<file path="src/rtl/core/srm_pkg.sv">
`timescale 1ns / 1ps

package srm_pkg;

  localparam logic [1:0] ACT_READ  = 2'd0;
  localparam logic [1:0] ACT_WRITE = 2'd1;
  localparam logic [1:0] ACT_TICK  = 2'd2;

  localparam logic [4:0] LEN_PRE   = 5'd6;
  localparam logic [4:0] LEN_RDATA = 5'd21;
  localparam logic [4:0] LEN_BYTE  = 5'd27;

  localparam logic [7:0] ADDR_SPLIT = 8'd128;

  typedef enum logic [6:0] {
    PH_IDLE  = 7'b0000001,
    PH_PRE   = 7'b0000010,
    PH_FRAME = 7'b0000100,
    PH_REGB  = 7'b0001000,
    PH_WDATA = 7'b0010000,
    PH_RDATA = 7'b0100000,
    PH_HOLD  = 7'b1000000
  } phase_e;

  typedef struct packed {
    logic [1:0]  action;
    logic [7:0]  reg_address;
    logic [15:0] write_value;
    logic        sda_in;
  } srm_in_t;

  typedef struct packed {
    logic        scl;
    logic        sda;
    logic        sda_drive;
    logic        busy_res;
    logic        done_res;
    logic [15:0] read_value;
    logic        rejected;
  } srm_out_t;

  typedef struct packed {
    logic scl;
    logic sda;
    logic drv;
  } srm_pins_t;

  typedef struct packed {
    phase_e      phase;
    logic [4:0]  step_index;
    logic [1:0]  byte_access_index;
    logic [15:0] prescale_count;
    logic        is_write;
    logic [7:0]  latched_address;
    logic [15:0] latched_value;
    logic [7:0]  shift_byte;
    logic [15:0] read_accum;
    srm_pins_t   pins;
  } srm_state_t;

  // one pin step of a byte segment
  function automatic srm_pins_t byte_step(srm_pins_t pins, logic [4:0] k,
                                          logic [7:0] data, logic trailer);
    srm_pins_t  p;
    logic [4:0] km1;
    logic [2:0] grp;
    logic [4:0] sub;
    logic [2:0] bit_idx;
    p   = pins;
    km1 = k - 5'd1;
    grp = 3'd0;
    for (int i = 1; i < 8; i++) begin
      if (km1 >= 5'(3 * i)) grp = 3'(i);
    end
    sub     = km1 - 5'({grp, 1'b0}) - 5'(grp);
    bit_idx = 3'd7 - grp;
    if (k == 5'd0) begin
      p.scl = 1'b0;
    end else if (k <= 5'd24) begin
      if (sub == 5'd0) p.sda = data[bit_idx];
      else p.scl = (sub == 5'd1);
    end else if (k == 5'd25) begin
      p.sda = trailer;
    end else begin
      p.scl = 1'b1;
    end
    return p;
  endfunction

endpackage

</file>
<file path="src/rtl/core/serial_register_access_master.sv">
`timescale 1ns / 1ps
// channel   direction  handshake              word
// cfg       in         cfg_we_i               cfg_wdata_i (ticks_per_step)
// in        in         in_valid_i/in_stall_o   in_word_i (srm_in_t)
// out       out        out_valid_o/out_stall_i out_word_o (srm_out_t)
//
// One word per cycle while in_stall_o is low: each accepted word updates the
// sequencer state and the output register at the same clock edge.
// Reset puts the pins high and driven, the sequencer idle, ticks_per_step 1.
// in_stall_o is high only while a result waits in the output register and
// out_stall_i is high.

module serial_register_access_master (
  input  logic             clk_i,
  input  logic             rst_ni,
  input  logic             cfg_we_i,
  input  logic [15:0]      cfg_wdata_i,
  input  logic             in_valid_i,
  output logic             in_stall_o,
  input  srm_pkg::srm_in_t in_word_i,
  output logic             out_valid_o,
  input  logic             out_stall_i,
  output srm_pkg::srm_out_t out_word_o
);
  import srm_pkg::*;

  logic [15:0] tps_q;
  srm_state_t  st_q;
  srm_state_t  st_d;
  srm_out_t    res;
  logic        accept;
  logic        blocked;

  assign in_stall_o = blocked;
  assign accept     = in_valid_i & ~blocked;

  srm_step u_step (
    .st_i             (st_q),
    .word_i           (in_word_i),
    .ticks_per_step_i (tps_q),
    .st_o             (st_d),
    .word_o           (res)
  );

  srm_out_stage u_out (
    .clk_i          (clk_i),
    .rst_ni         (rst_ni),
    .load_i         (accept),
    .word_i         (res),
    .out_stall_i    (out_stall_i),
    .out_valid_o    (out_valid_o),
    .out_word_o     (out_word_o),
    .full_stalled_o (blocked)
  );

  always_ff @(posedge clk_i or negedge rst_ni) begin
    if (!rst_ni) begin
      tps_q <= 16'd1;
    end else if (cfg_we_i) begin
      tps_q <= cfg_wdata_i;
    end
  end

  always_ff @(posedge clk_i or negedge rst_ni) begin
    if (!rst_ni) begin
      st_q.phase             <= PH_IDLE;
      st_q.step_index        <= 5'd0;
      st_q.byte_access_index <= 2'd0;
      st_q.prescale_count    <= 16'd0;
      st_q.is_write          <= 1'b0;
      st_q.latched_address   <= 8'd0;
      st_q.latched_value     <= 16'd0;
      st_q.shift_byte        <= 8'd0;
      st_q.read_accum        <= 16'd0;
      st_q.pins              <= '{scl: 1'b1, sda: 1'b1, drv: 1'b1};
    end else if (accept) begin
      st_q <= st_d;
    end
  end

endmodule

</file>
<file path="src/rtl/core/srm_step.sv">
`timescale 1ns / 1ps

module srm_step (
  input  srm_pkg::srm_state_t st_i,
  input  srm_pkg::srm_in_t    word_i,
  input  logic [15:0]         ticks_per_step_i,
  output srm_pkg::srm_state_t st_o,
  output srm_pkg::srm_out_t   word_o
);
  import srm_pkg::*;

  always_comb begin
    srm_state_t  s;
    logic [15:0] tps;
    logic [15:0] pc;
    logic        done;
    logic        rejected;
    logic        writes;
    logic        high;
    logic [7:0]  reg_byte;
    logic [7:0]  data_byte;
    logic [4:0]  k;
    logic [4:0]  k1;
    logic [4:0]  len;

    s        = st_i;
    done     = 1'b0;
    rejected = 1'b0;
    tps      = (ticks_per_step_i == 16'd0) ? 16'd1 : ticks_per_step_i;
    writes   = st_i.is_write | (st_i.byte_access_index < 2'd2);
    high     = st_i.latched_address > ADDR_SPLIT;
    k        = st_i.step_index;
    k1       = k + 5'd1;

    unique case (st_i.byte_access_index)
      2'd0: reg_byte = high ? 8'd3 : 8'd4;
      2'd1: reg_byte = high ? 8'd4 : 8'd3;
      2'd2: reg_byte = 8'd2;
      default: reg_byte = 8'd1;
    endcase
    unique case (st_i.byte_access_index)
      2'd0: data_byte = 8'd0;
      2'd1: data_byte = st_i.latched_address;
      2'd2: data_byte = st_i.latched_value[7:0];
      default: data_byte = st_i.latched_value[15:8];
    endcase

    unique case (st_i.phase)
      PH_PRE:   len = LEN_PRE;
      PH_RDATA: len = LEN_RDATA;
      default:  len = LEN_BYTE;
    endcase

    if (word_i.action == ACT_READ || word_i.action == ACT_WRITE) begin
      if (st_i.phase != PH_IDLE) begin
        rejected = 1'b1;
      end else begin
        s.is_write          = word_i.action[0];
        s.latched_address   = word_i.reg_address;
        s.latched_value     = word_i.write_value;
        s.shift_byte        = 8'd0;
        s.byte_access_index = 2'd0;
        s.step_index        = 5'd0;
        s.prescale_count    = 16'd0;
        s.phase             = PH_PRE;
      end
    end else if (word_i.action == ACT_TICK && st_i.phase != PH_IDLE) begin
      if (st_i.prescale_count == 16'd0 && st_i.phase != PH_HOLD) begin
        unique case (st_i.phase)
          PH_PRE: begin
            if (k == 5'd1 || k == 5'd3) s.pins.sda = 1'b1;
            else s.pins.scl = (k == 5'd0 || k == 5'd4);
          end
          PH_FRAME: s.pins = byte_step(st_i.pins, k, 8'd1, writes);
          PH_REGB:  s.pins = byte_step(st_i.pins, k, reg_byte, 1'b0);
          PH_WDATA: s.pins = byte_step(st_i.pins, k, data_byte, 1'b1);
          default: begin
            if (k == 5'd0) begin
              s.pins.drv = 1'b0;
            end else if (k <= 5'd16) begin
              if (!k[0]) begin
                s.pins.scl = 1'b1;
              end else begin
                s.shift_byte = {st_i.shift_byte[6:0], word_i.sda_in};
                s.pins.scl   = 1'b0;
              end
            end else if (k == 5'd17) begin
              s.pins.drv = 1'b1;
            end else if (k == 5'd18) begin
              s.pins.scl = 1'b0;
            end else if (k == 5'd19) begin
              s.pins.sda = 1'b1;
            end else begin
              s.pins.scl = 1'b1;
            end
          end
        endcase

        if (k1 < len) begin
          s.step_index = k1;
        end else begin
          s.step_index = 5'd0;
          unique case (st_i.phase)
            PH_PRE:   s.phase = PH_FRAME;
            PH_FRAME: s.phase = PH_REGB;
            PH_REGB:  s.phase = writes ? PH_WDATA : PH_RDATA;
            default: begin
              if (st_i.phase == PH_RDATA && st_i.byte_access_index == 2'd2) begin
                s.latched_value = {8'd0, s.shift_byte};
              end
              if (st_i.byte_access_index == 2'd3) begin
                s.phase = PH_HOLD;
              end else begin
                s.byte_access_index = st_i.byte_access_index + 2'd1;
                s.phase             = PH_PRE;
              end
            end
          endcase
        end
      end

      pc = st_i.prescale_count + 16'd1;
      if (pc >= tps) begin
        s.prescale_count = 16'd0;
        if (s.phase == PH_HOLD) begin
          s.phase = PH_IDLE;
          done    = 1'b1;
          if (!s.is_write) s.read_accum = {s.shift_byte, s.latched_value[7:0]};
        end
      end else begin
        s.prescale_count = pc;
      end
    end

    st_o                = s;
    word_o.scl          = s.pins.scl;
    word_o.sda          = s.pins.sda;
    word_o.sda_drive    = s.pins.drv;
    word_o.busy_res     = (s.phase != PH_IDLE);
    word_o.done_res     = done;
    word_o.read_value   = s.read_accum;
    word_o.rejected     = rejected;
  end

endmodule

</file>
<file path="src/rtl/core/srm_out_stage.sv">
`timescale 1ns / 1ps

module srm_out_stage (
  input  logic              clk_i,
  input  logic              rst_ni,
  input  logic              load_i,
  input  srm_pkg::srm_out_t word_i,
  input  logic              out_stall_i,
  output logic              out_valid_o,
  output srm_pkg::srm_out_t out_word_o,
  output logic              full_stalled_o
);
  import srm_pkg::*;

  logic     valid_q;
  logic     valid_d;
  srm_out_t word_q;

  assign valid_d        = load_i | (valid_q & out_stall_i);
  assign full_stalled_o = valid_q & out_stall_i;
  assign out_valid_o    = valid_q;
  assign out_word_o     = word_q;

  always_ff @(posedge clk_i or negedge rst_ni) begin
    if (!rst_ni) begin
      valid_q <= 1'b0;
    end else begin
      valid_q <= valid_d;
    end
  end

  always_ff @(posedge clk_i) begin
    if (load_i) begin
      word_q <= word_i;
    end
  end

endmodule
</file>
<file path="config.mk">
export PLATFORM = sky130hd
export DESIGN_NAME = serial_register_access_master
export DESIGN_NICKNAME = d
export VERILOG_FILES = /design/src/rtl/core/srm_pkg.sv /design/src/rtl/core/serial_register_access_master.sv /design/src/rtl/core/srm_step.sv /design/src/rtl/core/srm_out_stage.sv
export SDC_FILE = /design/constraint.sdc
export NUM_CORES = 1
export LEC_CHECK = 0
export BUFFER_PORTS_ARGS = -buffer_cell sky130_fd_sc_hd__buf_2
export CAP_MARGIN = 20
export CORE_MARGIN = 8
export CORE_UTILIZATION = 50
export DETAILED_ROUTE_END_ITERATION = 8
export PLACE_DENSITY = 0.79
export SYNTH_ARGS = -nofsm -noshare
export SYNTH_HDL_FRONTEND = slang
export SYNTH_HIERARCHICAL = 1
export SYNTH_SLANG_ARGS = --single-unit
</file>
<file path="constraint.sdc">
create_clock -name clk_i -period 6.5 [get_ports clk_i]
set_input_delay 0.975 -clock clk_i [delete_from_list [all_inputs] [get_ports clk_i]]
set_output_delay 0.975 -clock clk_i [all_outputs]
set_load 0.03 [all_outputs]
</file>
-- After elaboration in Yosys (flattened, before gate mapping)
Memory sizes are Yosys's and may differ from the RTL's.
Index checks and enable logic that the tools add are counted.
- output and inout bits: 24
- input bits: 48
- memories: 1
- memory bits (read-only): 8
- flip-flop bits (word level): 121
- logic and storage cells: 212
- memory list (name ; depth ; bits a word ; read ports ; clocked after Yosys merged registers in ; wr ports ; RTL line ; text):
    (name not given) ; 8 ; 1 ; 1 ; 0 ; 0 ; srm_pkg.sv:80 ; if (sub == 5'd0) p.sda = data[bit_idx];
- equality and inequality tests: 28
- mux-type cells: 99
- reduce and logical (&&, ||, !) cells: 25
- order comparisons: 16
- $add $sub $neg: 13
- bitwise gates (word level): 8
- operators by type and width (cell ; count):
    $mux W16 ; 8
    $mux W63 ; 1
    $mux W30 ; 2
    $mux W3 ; 19
    $mux W24 ; 2
    $pmux W8 S3 ; 2
    $mux W43 ; 1
    $mux W14 ; 3
    $mux W1 ; 33
    $logic_not A16 Y1 ; 2
    $mux W8 ; 4
    $mux W7 ; 4
    $mux W2 ; 12
    $pmux W7 S3 ; 1
    $eq A5 B1 Y1 const B ; 4
    $eq A5 B5 Y1 const B ; 4
    $logic_not A5 Y1 ; 4
    $mux W19 ; 1
    $add A16 B1 Y16 const B ; 1
    $ge A16 B16 Y1 ; 1
    $ge A5 B4 Y1 const B ; 3
    $sub A5 B3 Y5 ; 3
    $sub A5 B4 Y5 ; 3
    $ne A7 B1 Y1 const B ; 2
    other kinds (42) ; 69

-- Depth between registers and ports, before layout
- word-level depth: 23
- gate-level depth with buffers: 21
- depth with buffers taken out: 20

-- Modules after synthesis
Netlist, hierarchy kept.
- modules (own cells, without submodules) (module ; times used ; cells each ; area each (µm²) ; sequential area each (µm²)):
    srm_step ; 1 ; 605 ; 4282.9 ; 0.0
    serial_register_access_master ; 1 ; 208 ; 4012.6 ; 2458.6
    srm_out_stage ; 1 ; 25 ; 699.4 ; 685.7

-- Least setup slack after synthesis
OpenSTA, ideal clock, no wires.
- kind: register -> register
- start: reg st_q[70] (netlist name)
- end: reg u_out.word_q, in the netlist u_out/out_word_o[20], data pin
- cell stages (with the launch flop): 21
- buffers on the path: 2
- setup time: 0.251 ns
- data required time: 6.249 ns
- arrival time: 4.855 ns
- clock period less this slack: 5.106 ns
- setup slack: 1.394 ns
- path through: dfrtp_1 > clkbuf_1 > inv_1 > ha_1 > xor2_4 > inv_2 > mux2_2 > a2bb2oi_1 > nor2_1 > nor2_1 > ha_1 > fa_1 > nor2b_1 > or4b_2 > a2bb2oi_1 > and3_1 > o2bb2ai_1 > o31ai_1 > o311a_1 > o22ai_1 > buf_4
- RTL lines (item ; RTL line ; text):
    start: declaration ; serial_register_access_master.sv:28 ; srm_state_t st_q;
    start signal: assignment ; serial_register_access_master.sv:77 ; st_q <= st_d;
    end signal: assignment ; srm_out_stage.sv:34 ; word_q <= word_i;
    end: declaration ; srm_out_stage.sv:17 ; srm_out_t word_q;

==> impl_metrics.json <==
{
  "cts_setup_buffers": 0,
  "worst-path-max-fanout": 14,
  "dominant_combinational_cell_family_by_area_after_synthesis": "multiplexers",
  "postSynthAreaPerCell_um2": 10.73,
  "status": "complete, no violations",
  "fillerInstances": 1481,
  "routed_via_density": 5.943,
  "finalHoldViolations": 0,
  "grt_max_degree": 106,
  "flow.area_growth_from_synthesis_pct": 9.236,
  "final-seq-area_um2": 3144,
  "detail_route.wl_per_cell_um": 18.27,
  "crit_path_top_delay_cell": "sky130_fd_sc_hd__dfrtp_1",
  "synth.mux.area_fraction_pct": 24.18,
  "synthDistinctLibCells": 86,
  "cts_htree_levels": 4,
  "crit_path_end_kind": "flip-flop",
  "grt_overflow": 0,
  "tritoncts_clock_tree": "yes",
  "maxSlewHeadroom_pct": 36.02,
  "setup_repair_after_global_routing_missed_its_margin": "false",
  "static-leakage-power_nw": 4.558,
  "yosys_warnings": 6,
  "min_period_ns": 5.834,
  "ant_nets": 0,
  "place.gp.congestion": 0.9001,
  "grt_pass1_wl_um": 33790,
  "max_slew.worst_pin.slew_ns": 0.9597,
  "clk_latency_ns": 0.41,
  "layout-drive-gt1-share_pct": 29.70,
  "die_w_um": 150.1,
  "synth_seq_cells": 121,
  "rr_worst_depth": 18,
  "final-setup-viol-count": 0,
  "violation_count_after_the_first_detailed_route_iteration": 485,
  "grt_use_total_pct": 18.59,
  "xor_xnor_cell_area_share_of_the_yosys_netlist_pct": 3.311,
  "multiInputGateArea_um2": 5253,
  "finClkSkew_ns": 0.01131,
  "cp_cell_sequence": "inv_1 > ha_1 > inv_1 > o311ai_0 > a2bb2oi_1 > nor2_1 > nor2_1 > ha_1 > fa_1 > nor2b_1 > or4b_2 > a2bb2oi_1 > and3_1 > o2bb2ai_1 > o31ai_1 > o311a_1 > o22ai_1 > mux2_2",
  "worst-setup-path-type": "flip-flop to flip-flop",
  "critical_path.max_stage_delay_ns": 0.63,
  "place.detailed.hpwl_um": 14090,
  "synth-main-ff-cell": "sky130_fd_sc_hd__dfrtp_1",
  "number_of_global_route_vias_before_repair": 6606,
  "timing.final.max_slew_violations": 0,
  "worstPathRequired_ns": 6.84,
  "synthSimpleGateAreaFrac_pct": 12.96,
  "vias": 6644,
  "post_synth_instance_area_um2": 8995,
  "floorplan.io_pins": 72,
  "cts.clk_slew.worst_paths_ns": 0.06,
  "worst_setup_path_start_kind": "flip-flop",
  "reported_max_cap_violation_count": 0,
  "cts-buffers-inserted": 17,
  "dr.pass1.iters": 6,
  "grt_antenna_before_repair": 0,
  "synth_fa_ha_area_share_pct": 5.175,
  "synth_enable_flop_cells": 22,
  "rows": 49,
  "port_buffers": 71,
  "synth-seq-area-share_pct": 34.96,
  "layout.nets": 960,
  "drt-total-wl_um": 20420,
  "cts_resized": 0,
  "height_of_the_chip_um": 150.1,
  "synthCells": 838,
  "synth_compound_gate_area_share_pct": 12.67,
  "layout_worst_path_cycle_share_pct": 89.75,
  "cts_hold_repair.buffers": 0,
  "timing.setup.tns_ns": 0,
  "largest_buffer_count_on_any_clock_path": 2,
  "async_set_or_reset_register_ratio_after_synthesis_pct": 81.82,
  "antenna_cells_inserted": 0,
  "core_area_um2": 17780,
  "cts_sinks": 121,
  "floorplan.initialDensity_pct": 50.59,
  "critPathArrivalTime_ns": 6.18,
  "cellPowerDensity_nw_per_um2": 405.2,
  "floorplan.die_area_um2": 22540,
  "maxClockFrequency_mhz": 171.4,
  "clk_root_buffer_cell": "sky130_fd_sc_hd__clkbuf_16",
  "irDropWorstVdd_uv": 305.5,
  "holdCritPathClass": "primary input to asynchronous set/reset pin",
  "drt_drc_violations_left": 0,
  "synthesis.nets": 922,
  "finalHoldWorstSlack_ns": 0.4756
}
Yosys cell counts, types with 11 or more instances:
library cell               instances  area (um2)
sky130_fd_sc_hd__nor2_1           48       180.2
sky130_fd_sc_hd__mux2i_1          41       410.4
sky130_fd_sc_hd__xor2_1           11       96.34
sky130_fd_sc_hd__xnor2_1          11       96.34
sky130_fd_sc_hd__edfxtp_1         22       660.6
sky130_fd_sc_hd__a21oi_1          21       105.1
sky130_fd_sc_hd__clkbuf_1         19       71.32
sky130_fd_sc_hd__inv_1            37       138.9
sky130_fd_sc_hd__ha_1             34       425.4
sky130_fd_sc_hd__mux2_2           54       608.1
sky130_fd_sc_hd__nand2_1          72       270.3
sky130_fd_sc_hd__o21ai_0          54       270.3
sky130_fd_sc_hd__buf_4            21       157.7
sky130_fd_sc_hd__dfrtp_1          94        2352
sky130_fd_sc_hd__a21o_1           11       82.58
sky130_fd_sc_hd__mux2_4           77        1156
sky130_fd_sc_hd__nand3_1          20       100.1
sequential cells by signal, indices dropped and copies added (netlist names):
signal,count
st_q,82
tps_q,16
u_out/out_valid_o,1
u_out/out_word_o,22
worst max-delay path: cells and delay by family, from the launching register on:
family | cells | cell delay (ns)
simple gates | 5 | 1.47
buf+inv | 2 | 0.44
mux | 1 | 0.28
fa+ha+maj | 3 | 1.34
flops | 1 | 0.63
compound gates | 7 | 1.59
cell usage in the layout, fill, tap and decap left out, drive strengths merged, types with 23 or more instances in the layout:
cell,instances
ha,34
inv,39
nor2,48
clkbuf,23
mux2i,41
nand2,73
buf,79
dfrtp,94
mux2,131
o21ai,57
stage by stage:
| stage | std cells | total power (W) | instance area [um2] | setup slack [ns] | util, % |
|---|---|---|---|---|---|
| 2_1_floorplan | 838 | 0.002668 | 8995 | 1.394 | - |
| 3_3_place_gp | 1084 | 0.003005 | 9248 | 0.9780 | 52.01 |
| 3_5_place_dp | 1084 | 0.003063 | 9248 | 0.7580 | 52.01 |
| 4_1_cts | 1116 | 0.003982 | 9796 | 0.7509 | 55.10 |
| 5_1_grt | 1118 | 0.004272 | 9826 | 0.2749 | 55.26 |
| 6_report | 1118 | 0.003982 | 9826 | 0.6663 | 55.26 |
routing by layer:
layer / up-vias / global-route usage [%] / share of wire, %
met1: 3247 / 24.68 / 46
met4: 0 / 6.747 / 2.2
li1: 3145 / - / -
met5: - / 0 / 0
met2: 214 / 29.14 / 46
met3: 38 / 4.268 / 5.5
final timing paths:
kind	startpoint	end	slack (ns)
max in group asynchronous	rst_ni	tps_q[9]$_DFFE_PN0P_	4.75
worst min-delay path	rst_ni	st_q[79]$_DFFE_PN0P_	0.48
min in group clk_i	u_out/out_valid_o$_DFF_PN0_	u_out/out_valid_o$_DFF_PN0_	0.50
worst max register to register	st_q[70]$_DFFE_PN0P_	st_q[1]$_DFFE_PN1P_	0.67
worst min register to register	u_out/out_valid_o$_DFF_PN0_	u_out/out_valid_o$_DFF_PN0_	0.50
worst max-delay path	st_q[70]$_DFFE_PN0P_	st_q[1]$_DFFE_PN1P_	0.67
final cells by class:
class	instances	area share, %
clock buffers	23	4.559
multi-input cells	618	53.46
inverters	39	1.515
well taps	229	2.916
repair buffers	79	4.533
clock inverters	9	1.019
flip-flops and latches	121	32.00
cell families after synthesis:
family	count (synthesis)
muxes	172
buffers and inverters	99
adders and majority gates	36
and+or+nand+nor	220
xor gates and xnor gates	26
AOI/OAI and AO/OA	164
DFF	121
power breakdown:
group          leakage, nW  internal (W)  switching, W
sequential            1.49      0.000891      0.000165
clock                0.256      0.000559      0.000331
combinational         2.81      0.000952       0.00108
(Power assumes the default switching activity.)
